<file path="config.mk">
export PLATFORM = sky130hd
export DESIGN_NAME = udp_frame_builder_xor_payload
export DESIGN_NICKNAME = d
export VERILOG_FILES = /design/src/rtl/ufb_pkg.sv /design/src/rtl/udp_frame_builder_xor_payload.sv /design/src/rtl/ufb_hdr.sv
export SDC_FILE = /design/constraint.sdc
export NUM_CORES = 1
export LEC_CHECK = 0
export BUFFER_PORTS_ARGS = -buffer_cell sky130_fd_sc_hd__buf_4
export CELL_PAD_IN_SITES_DETAIL_PLACEMENT = 1
export CELL_PAD_IN_SITES_GLOBAL_PLACEMENT = 2
export CORE_MARGIN = 5
export CORE_UTILIZATION = 39
export DETAILED_ROUTE_END_ITERATION = 7
export GPL_ROUTABILITY_DRIVEN = 0
export GPL_TIMING_DRIVEN = 0
export MAX_ROUTING_LAYER = met4
export PLACE_DENSITY = 0.85
export SLEW_MARGIN = 15
export SYNTH_ARGS = -nofsm -noshare
export SYNTH_HDL_FRONTEND = slang
export SYNTH_SLANG_ARGS = --single-unit
</file>
<file path="constraint.sdc">
create_clock -name clk -period 7.1 [get_ports clk]
set_clock_uncertainty 0.2 [all_clocks]
set_input_delay 0.355 -clock clk [delete_from_list [all_inputs] [get_ports clk]]
set_output_delay 0.355 -clock clk [all_outputs]
set_load 0.1 [all_outputs]
</file>
<file path="src/rtl/ufb_pkg.sv">
// Shared types, constants and helpers for the UDP frame builder.
// No dependencies; used by ufb_hdr and udp_frame_builder_xor_payload.
`timescale 1ns / 1ps

package ufb_pkg;

  localparam int MAX_PAYLOAD_WORDS = 1024;
  localparam int LEN_W             = 11;
  localparam int HDR_BYTES         = 42;
  localparam int CNT_W             = 6;
  localparam int WIDX_W            = 10;
  localparam int CFG_IDX_W         = 3;
  localparam int CFG_DATA_W        = 48;

  localparam logic [63:0] PAYLOAD_MASK = 64'hDEAD_BEEF_CAFE_BABE;

  typedef enum logic [CFG_IDX_W-1:0] {
    REG_DEST_MAC      = 3'd0,
    REG_SOURCE_MAC    = 3'd1,
    REG_DEST_IP       = 3'd2,
    REG_SOURCE_IP     = 3'd3,
    REG_DEST_PORT     = 3'd4,
    REG_SOURCE_PORT   = 3'd5,
    REG_PAYLOAD_WORDS = 3'd6
  } cfg_idx_t;

  typedef struct packed {
    logic [47:0]      dest_mac;
    logic [47:0]      source_mac;
    logic [31:0]      dest_ip;
    logic [31:0]      source_ip;
    logic [15:0]      dest_port;
    logic [15:0]      source_port;
    logic [LEN_W-1:0] payload_words;
  } cfg_t;

  // Zero counts as one word, anything above the maximum is clipped.
  function automatic logic [LEN_W-1:0] eff_len(input logic [LEN_W-1:0] pw);
    logic [LEN_W-1:0] n;
    n = pw;
    if (n == '0) begin
      n = LEN_W'(1);
    end
    if (n > LEN_W'(MAX_PAYLOAD_WORDS)) begin
      n = LEN_W'(MAX_PAYLOAD_WORDS);
    end
    return n;
  endfunction

endpackage

</file>
<file path="src/rtl/udp_frame_builder_xor_payload.sv">
// UDP frame builder, top level: input word buffer, byte serialiser, config regs.
// With the serialiser idle, an accepted word is held in the one-word buffer and then loaded
// into the serialiser registers before its first byte is offered.
// Throughput: one output byte per cycle while out_ready is high and words are ready; each
// word gives 8 bytes, and a packet's first word follows 42 header bytes. The byte serialiser sets this rate.
// Reset (rst, synchronous): config to defaults, packet position and XOR cleared, buffer and serialiser idle.
// Depends on ufb_pkg and ufb_hdr.
`timescale 1ns / 1ps

module udp_frame_builder_xor_payload (
  input  logic                             clk,
  input  logic                             rst,
  // payload words in
  input  logic                             in_valid,
  output logic                             in_ready,
  input  logic [63:0]                      payload_word,
  // frame bytes out
  output logic                             out_valid,
  input  logic                             out_ready,
  output logic [7:0]                       out_byte,
  output logic                             start_of_packet,
  output logic                             end_of_packet,
  // register writes
  input  logic                             cfg_valid,
  output logic                             cfg_ready,
  input  logic [ufb_pkg::CFG_IDX_W-1:0]    cfg_index,
  input  logic [ufb_pkg::CFG_DATA_W-1:0]   cfg_data
);
  import ufb_pkg::*;

  cfg_t              cfg;

  // one-word buffer in front of the serialiser
  logic              buf_valid;
  logic [63:0]       buf_word;

  // packet state
  logic [WIDX_W-1:0] word_index;
  logic [63:0]       xor_acc;

  // serialiser
  logic              busy;
  logic              in_hdr;
  logic [CNT_W-1:0]  cnt;
  logic [63:0]       sent;
  logic              last_word;

  logic              advance;
  logic              done;
  logic              load;
  logic [LEN_W-1:0]  len;
  logic [63:0]       acc_new;
  logic              is_last;
  logic [7:0]        hdr_byte;

  assign cfg_ready = 1'b1;

  always_ff @(posedge clk) begin
    if (rst) begin
      cfg.dest_mac      <= 48'hFFFF_FFFF_FFFF;
      cfg.source_mac    <= 48'h0;
      cfg.dest_ip       <= 32'hC0A8_0101;
      cfg.source_ip     <= 32'hC0A8_0102;
      cfg.dest_port     <= 16'd12345;
      cfg.source_port   <= 16'd54321;
      cfg.payload_words <= LEN_W'(512);
    end else if (cfg_valid) begin
      case (cfg_index)
        REG_DEST_MAC:      cfg.dest_mac      <= cfg_data[47:0];
        REG_SOURCE_MAC:    cfg.source_mac    <= cfg_data[47:0];
        REG_DEST_IP:       cfg.dest_ip       <= cfg_data[31:0];
        REG_SOURCE_IP:     cfg.source_ip     <= cfg_data[31:0];
        REG_DEST_PORT:     cfg.dest_port     <= cfg_data[15:0];
        REG_SOURCE_PORT:   cfg.source_port   <= cfg_data[15:0];
        REG_PAYLOAD_WORDS: cfg.payload_words <= cfg_data[LEN_W-1:0];
        default: ;
      endcase
    end
  end

  // Serialiser finishes a word on the beat of its eighth payload byte.
  assign advance = busy && out_ready;
  assign done    = advance && !in_hdr && (cnt == CNT_W'(7));
  assign load    = buf_valid && (!busy || done);
  assign in_ready = !buf_valid || load;

  always_ff @(posedge clk) begin
    if (rst) begin
      buf_valid <= 1'b0;
    end else if (in_valid && in_ready) begin
      buf_valid <= 1'b1;
    end else if (load) begin
      buf_valid <= 1'b0;
    end
  end

  always_ff @(posedge clk) begin
    if (in_valid && in_ready) begin
      buf_word <= payload_word;
    end
  end

  // Packet bookkeeping happens as the word enters the serialiser. The length
  // is sampled per word, so a shortened length ends the packet early.
  assign len     = eff_len(cfg.payload_words);
  assign acc_new = xor_acc ^ buf_word;
  assign is_last = (LEN_W'(word_index) + LEN_W'(1)) >= len;

  always_ff @(posedge clk) begin
    if (rst) begin
      word_index <= '0;
      xor_acc    <= '0;
    end else if (load) begin
      if (is_last) begin
        word_index <= '0;
        xor_acc    <= '0;
      end else begin
        word_index <= word_index + WIDX_W'(1);
        xor_acc    <= acc_new;
      end
    end
  end

  always_ff @(posedge clk) begin
    if (rst) begin
      busy   <= 1'b0;
      in_hdr <= 1'b0;
      cnt    <= '0;
    end else if (load) begin
      busy   <= 1'b1;
      in_hdr <= (word_index == '0);
      cnt    <= '0;
    end else if (advance) begin
      if (in_hdr) begin
        if (cnt == CNT_W'(HDR_BYTES - 1)) begin
          in_hdr <= 1'b0;
          cnt    <= '0;
        end else begin
          cnt <= cnt + CNT_W'(1);
        end
      end else if (cnt == CNT_W'(7)) begin
        busy <= 1'b0;
      end else begin
        cnt <= cnt + CNT_W'(1);
      end
    end
  end

  // Last word carries the plain XOR of the packet; the rest go out masked.
  always_ff @(posedge clk) begin
    if (load) begin
      sent      <= is_last ? acc_new : (buf_word ^ PAYLOAD_MASK);
      last_word <= is_last;
    end
  end

  ufb_hdr u_hdr (
    .clk      (clk),
    .cfg      (cfg),
    .idx      (cnt),
    .hdr_byte (hdr_byte)
  );

  assign out_valid       = busy;
  assign out_byte        = in_hdr ? hdr_byte : sent[{cnt[2:0], 3'b000} +: 8];
  assign start_of_packet = in_hdr && (cnt == '0);
  assign end_of_packet   = !in_hdr && (cnt == CNT_W'(7)) && last_word;

`ifndef SYNTHESIS
  a_acc_clear_at_start: assert property (@(posedge clk) disable iff (rst)
    (word_index == '0) |-> (xor_acc == '0))
    else $error("XOR accumulator not clear at packet start");

  a_eop_index_zero: assert property (@(posedge clk) disable iff (rst)
    (out_valid && end_of_packet) |-> (word_index == '0))
    else $error("frame end while packet position not rewound");

  a_sop_eop_apart: assert property (@(posedge clk) disable iff (rst)
    out_valid |-> !(start_of_packet && end_of_packet))
    else $error("start and end of packet on one beat");

  a_buf_free_ready: assert property (@(posedge clk) disable iff (rst)
    !buf_valid |-> in_ready)
    else $error("input stalled with empty buffer");

  a_load_hdr_first: assert property (@(posedge clk) disable iff (rst)
    (load && (word_index == '0)) |=> (busy && start_of_packet))
    else $error("packet start word did not open with header");
`endif

endmodule

</file>
<file path="src/rtl/ufb_hdr.sv">
// Header byte source: IPv4 checksum registers and the 42-byte header select.
// Depends on ufb_pkg.
`timescale 1ns / 1ps

module ufb_hdr (
  input  logic                        clk,
  input  ufb_pkg::cfg_t               cfg,
  input  logic [ufb_pkg::CNT_W-1:0]   idx,
  output logic [7:0]                  hdr_byte
);
  import ufb_pkg::*;

  logic [LEN_W-1:0]               len;
  logic [15:0]                    ip_len;
  logic [15:0]                    udp_len;
  logic [18:0]                    sum;
  logic [16:0]                    fold1;
  logic [15:0]                    fold2;
  logic [15:0]                    csum;
  logic [HDR_BYTES-1:0][7:0]      hdr_bytes;
  logic [CNT_W-1:0]               sel;

  assign len     = eff_len(cfg.payload_words);
  assign ip_len  = 16'({len, 3'b000}) + 16'd28;
  assign udp_len = 16'({len, 3'b000}) + 16'd8;

  // The user must change config only while idle; the block does not enforce it.
  // A free-running two-stage checksum is then settled long before byte 24 goes out.
  always_ff @(posedge clk) begin
    sum  <= 19'(16'h4500) + 19'(ip_len) + 19'(16'h4011)
          + 19'(cfg.source_ip[31:16]) + 19'(cfg.source_ip[15:0])
          + 19'(cfg.dest_ip[31:16]) + 19'(cfg.dest_ip[15:0]);
    csum <= ~fold2;
  end

  assign fold1 = 17'(sum[18:16]) + 17'(sum[15:0]);
  assign fold2 = fold1[15:0] + 16'(fold1[16]);

  assign hdr_bytes = {cfg.dest_mac, cfg.source_mac, 16'h0800, 8'h45, 8'h00,
                      ip_len, 32'h0, 8'd64, 8'd17, csum,
                      cfg.source_ip, cfg.dest_ip,
                      cfg.source_port, cfg.dest_port, udp_len, 16'h0};

  assign sel      = CNT_W'(HDR_BYTES - 1) - idx;
  assign hdr_byte = (idx < CNT_W'(HDR_BYTES)) ? hdr_bytes[sel] : 8'h00;

endmodule

</file>
---- After elaboration in Yosys (flattened, before gate mapping) ----
Cells that the tools add are included.
storage, ports and cells
  register bits after elaboration ......... 450
  output and inout bits ................... 13
operators by class
  $add $sub $neg .......................... 14
  $lt $le $gt $ge ......................... 4
  eq/ne operators ......................... 10
  shift operators ......................... 1
  multiplexer cells ....................... 22
  bitwise logic cells ..................... 3
  reductions and logical operators ........ 30
operators by type and width
  operator                count
  $mux 64                 2
  $add 19x16->19          4
  $shiftx 64x7->8         1
  $xor 64x64->64          1
  $bmux 8 s6              1
  $not 46->46             1
  $mux 8                  3
  $mux 11                 2
  $add 19x15->19 const B  1
  $mux 6                  3
  $add 15x16->17 const A  1
  $add 3x16->17           1
  $add 16x1->16           1
  $not 16->16             1
  $reduce_and 2->1        8
  $add 14x4->15 const B   1
  $add 14x5->15 const B   1
  $add 10x1->11 const B   1
  $ge 11x11->1            1
  $gt 11x11->1 const B    1
  $logic_not 11->1        1
  $add 10x1->10 const B   1
  $logic_not 10->1        1
  $mux 1                  10
  other kinds (20)        35

---- Logic depth before layout (Yosys ltp) ----
  word-level depth ........................ 11
  depth in mapped cells ................... 23
  gate-level depth less buffers ........... 22

---- By module ----
From an unflattened synthesis, not the netlist that was laid out.
unflattened totals
  cells, all modules ...................... 2,576
  area, all modules ....................... 24,348.4 um^2
modules (own cells, without submodules)
  module                         instances  cells each  area each (um^2)  seq. area each (um^2)
  udp_frame_builder_xor_payload  1          1,850       17,912.2          9,599.2
  ufb_hdr                        1          726         6,436.2           700.7

---- Worst setup path after synthesis ----
No wires, ideal clock.
  path type ............................... register to output
  from .................................... register cnt[2]
  to ...................................... output port out_byte[4]
  data arrival time ....................... 5.406 ns
  data required time ...................... 6.545 ns
  path slack .............................. 1.139 ns
  stages on the path, launching flop included .. 14
  cells stage by stage .................... dfxtp_1 -> clkbuf_1 -> inv_1 -> clkbuf_1 -> ha_1 -> clkbuf_1 -> xnor2_1 -> buf_2 -> buf_2 -> buf_2 -> nand3_1 -> o21ai_0 -> a21oi_1 -> o41ai_1
on the way
  word-level cells in the longest chain between the ends .. 5
ends and longest elaborated chain
  element                       line                                  RTL
  start, declared               udp_frame_builder_xor_payload.sv:44   logic [CNT_W-1:0] cnt;
  start signal, assigned        udp_frame_builder_xor_payload.sv:139  cnt <= cnt + CNT_W'(1);
  start signal, assigned        udp_frame_builder_xor_payload.sv:144  cnt <= cnt + CNT_W'(1);
  $sub 6x6->6                   ufb_hdr.sv:44                         assign sel = CNT_W'(HDR_BYTES - 1) - idx;
  $bmux 8 s6                    ufb_hdr.sv:45                         assign hdr_byte = (idx < CNT_W'(HDR_BYTES)) ? hdr_bytes[sel] : 8'h00;
  $mux 8 (not written as such)  ufb_hdr.sv:45
  $mux 8                        ufb_hdr.sv:45
  $mux 8 *                      udp_frame_builder_xor_payload.sv:165  assign out_byte = in_hdr ? hdr_byte : sent[{cnt[2:0], 3'b000} +: 8];
  end, declared                 udp_frame_builder_xor_payload.sv:20   output logic [7:0] out_byte,
Mark *: on every way between the ends. The rest lies on a longest branch, timed or not. The select of a mux whose other input is x is not followed.

---- Worst setup path in the final report ----
  from .................................... register, netlist name cfg[7]
  to ...................................... register u_hdr.sum[14]
on the way
  word-level cells in the longest chain between the ends .. 11
ends and longest elaborated chain
  element                         line           RTL
  $logic_not 11->1                ufb_pkg.sv:41  if (n == '0) begin
  $mux 11 *                       ufb_pkg.sv:41
  $gt 11x11->1                    ufb_pkg.sv:44  if (n > LEN_W'(MAX_PAYLOAD_WORDS)) begin
  $mux 11 *                       ufb_pkg.sv:44
  $add 14x5->15 *                 ufb_hdr.sv:24  assign ip_len = 16'({len, 3'b000}) + 16'd28;
  $add 15x16->17 *                ufb_hdr.sv:30  sum <= 19'(16'h4500) + 19'(ip_len) + 19'(16'h4011)
  $add 19x15->19 *                ufb_hdr.sv:30
  $add 19x16->19 * (2 in series)  ufb_hdr.sv:31  + 19'(cfg.source_ip[31:16]) + 19'(cfg.source_ip[15:0])
  $add 19x16->19 * (2 in series)  ufb_hdr.sv:32  + 19'(cfg.dest_ip[31:16]) + 19'(cfg.dest_ip[15:0]);
  end signal, assigned            ufb_hdr.sv:30
  end, declared                   ufb_hdr.sv:16  logic [18:0] sum;
Mark *: on every way between the ends. The rest lies on a longest branch, timed or not.
A chain may end at the register's enable or synchronous reset.

==> results.json <==
{
  "status": "finished, final reports clean",
  "async_reset_ff_share_pct": 0,
  "antenna_found_initial": 0,
  "path_clk_slew_ps": 70,
  "cts_buffers": 52,
  "critPathRequiredTime_ps": 7400,
  "seq_area_frac_synth_pct": 45.7,
  "power.density_mw_per_mm2": 256,
  "ys_ff_latch": 450,
  "min_path_type": "in -> reg",
  "die_y_um": 250,
  "cap_violations": 0,
  "row_count": 88,
  "slew_headroom_pct": 30.7,
  "wl_met2_um": 43000,
  "grt_usage_pct": 27.7,
  "rsz0062_at_grt": "false",
  "antenna_cells": 0,
  "cp-end-kind": "flop",
  "hold_viol": 0,
  "dp_hpwl_um": 62700,
  "instances_no_fill": 3579,
  "postCtsSetupRepairBufs": 0,
  "cts_tree": "built",
  "syn_to_final_growth_pct": 22.0,
  "timing.final.ws_setup_ps": 753,
  "dp_cells": 3361,
  "cts_max_level": 2,
  "initial_utilization_pct": 39.2,
  "synth_top_cell_area_share_pct": 28.5,
  "fin_nets": 2995,
  "path_class": "reg -> reg",
  "peakVddDrop_uv": 191,
  "synth_top_cells_by_count": "587 x nand2_1, 321 x dfxtp_1, 196 x nand3_1",
  "routed_wl_um": 86800,
  "drt.antenna.violating_nets": 0,
  "vias": 19900,
  "die_x_um": 250,
  "core-area_mm2": 0.0575,
  "yosysMostFrequentCell": "nand2_1",
  "numPortBuffers": 131,
  "post_cts_resized": 0,
  "setup_tns_ps": 0,
  "grt_max_degree": 52,
  "yosysTopAreaCell": "dfxtp_1",
  "ios": 133,
  "p_leak_nw": 10.6,
  "clockBufferDepth": 3,
  "fin_crit_sh_pct": 89.4,
  "synth_edf_count": 129,
  "met3_length_um": 4650,
  "wire_per_inst_um": 24.3,
  "drt-pass1-iter-count": 5,
  "drive_gt1_share_pct": 11.5,
  "path_max_fanout": 10,
  "grt_pass1_wl_um": 130000,
  "synthFlopType": "dfxtp_1",
  "crit_arrival_ps": 6650,
  "grt_overflow": 0,
  "drt_iter0_markers": 1370,
  "total_power_mw": 7.03,
  "root_buffer": "clkbuf_16",
  "worst_skew_pair.late_latency_ps": 620,
  "ys_warn_count": 0,
  "nFillCells": 6581,
  "worst_slew_pin_slew_ps": 1040,
  "post-route-drc-count": 0,
  "vias_per_cell": 5.57,
  "top_layer_used": "met4",
  "synthTopCellsByArea": "dfxtp_1 28%, edfxtp_1 17%, nand2_1 9.8%",
  "place_ws_ps": 944,
  "wl_met1_um": 34500,
  "drv_slew": 0,
  "finalSetupViolCount": 0,
  "syn_area_per_cell_um2": 9.16,
  "whs_ps": 249,
  "syn_area_mm2": 0.0226,
  "ys_types": 66,
  "max_freq_mhz": 158,
  "layout_min_cycle_time_ps": 6350,
  "hold_buffers": 120,
  "synthCells": 2462,
  "cp-start-kind": "flop",
  "numClockSinks": 450,
  "die_area_mm2": 0.0627,
  "grt_pass1_vias": 21100
}
per-layer routing:
metal | up-vias | GRT usage, %
met4 | 0 | 12.8
met3 | 211 | 3.83
li1 | 9091 | -
met5 | - | -
met1 | 9993 | 33.1
met2 | 640 | 46.7
cell families (layout without fill, tap and decap cells):
logic type | after synthesis | in the layout | share of synthesized area [%]
AND/OR/NAND/NOR | 997 | 997 | 18.9
XOR/XNOR | 135 | 135 | 5.24
AO/OA/AOI/OAI | 384 | 384 | 10.7
adder cells (fa/ha/maj) | 105 | 105 | 7.36
flip-flops | 450 | 450 | 45.7
other | 2 | 3 | 0.0333
multiplexers | 79 | 79 | 6.62
buffers and inverters | 310 | 661 | 5.45
final timing paths:
| path | from | end | slack [ps] | cells after the start |
|---|---|---|---|---|
| max | cfg[7]$_SDFFE_PP0P_ | u_hdr.sum[14]$_DFF_P_ | 750 | 19 |
| min | payload_word[39] | buf_word[39]$_DFFE_PP_ | 250 | 2 |
| max reg2reg | cfg[7]$_SDFFE_PP0P_ | u_hdr.sum[14]$_DFF_P_ | 750 | 19 |
| min reg2reg | cfg[14]$_SDFFE_PP0P_ | cfg[14]$_SDFFE_PP0P_ | 260 | 2 |
where the power goes:
group / total [mW] / switching [mW] / leakage (nW) / internal [mW]
clock network: 2.77 / 1.16 / 0.862 / 1.61
logic: 1.21 / 0.742 / 5.91 / 0.471
registers: 3.05 / 0.184 / 3.85 / 2.87
total: 7.03 / 2.09 / 10.6 / 4.95
worst max-delay path: stages (launching register included):
cell and delay, ps:
dfxtp_1 300, clkbuf_1 240, nor4_1 250, nand3_1 170, a21o_1 340, ha_1 320, nor4b_1 750, xnor2_1 290
xnor2_1 350, fa_1 470, inv_1 90, fa_1 420, fa_1 560, inv_1 50, ha_1 370, a21oi_1 210
o211ai_1 160, a31o_2 280, a21oi_1 180, xnor2_1 220
stage by stage:
| stage | area [um2] | utilization [%] |
|---|---|---|
| 4_1_cts | 27500 | 47.9 |
| 3_5_place_dp | 24600 | 42.7 |
| 6_report | 27500 | 47.9 |
| 3_3_place_gp | 24500 | 42.6 |
| 2_1_floorplan | 22600 | - |
| 5_1_grt | 27500 | 47.9 |
sequential cells by signal (all words and copies together), names as in the netlist:
signal	flops
buf_valid	1
xor_acc	64
cfg	203
word_index	10
buf_word	64
out_valid	1
in_hdr	1
u_hdr.csum	16
u_hdr.sum	19
last_word	1
sent	64
cnt	6
final cells by class:
cell class	count	area (um2)	area share (%)
multi-input combinational	1703	11000	40.1
buffer	151	633	2.30
timing repair buffer	253	2240	8.14
inverter	159	599	2.18
tap	765	957	3.48
sequential	450	10300	37.4
clock buffer	69	1430	5.18
clock inverter	29	332	1.21
cell usage in the layout (no fill, tap or decap), drive strengths merged, types with 9 or more instances in the layout:
cell / instances
a21oi: 187
nor2: 100
or3: 12
a21o: 13
mux2i: 21
inv: 161
a31oi: 9
clkbuf: 176
nand3: 196
edfxtp: 129
o311ai: 65
clkinv: 21
nand2b: 11
nor3: 36
o21ai: 47
ha: 59
nor2b: 9
dlygate4sd3: 120
a211oi: 10
mux4: 56
buf: 177
xnor2: 112
dfxtp: 321
xor2: 23
o22ai: 9
fa: 46
nand2: 587
Power figures use the tool's default switching activity.
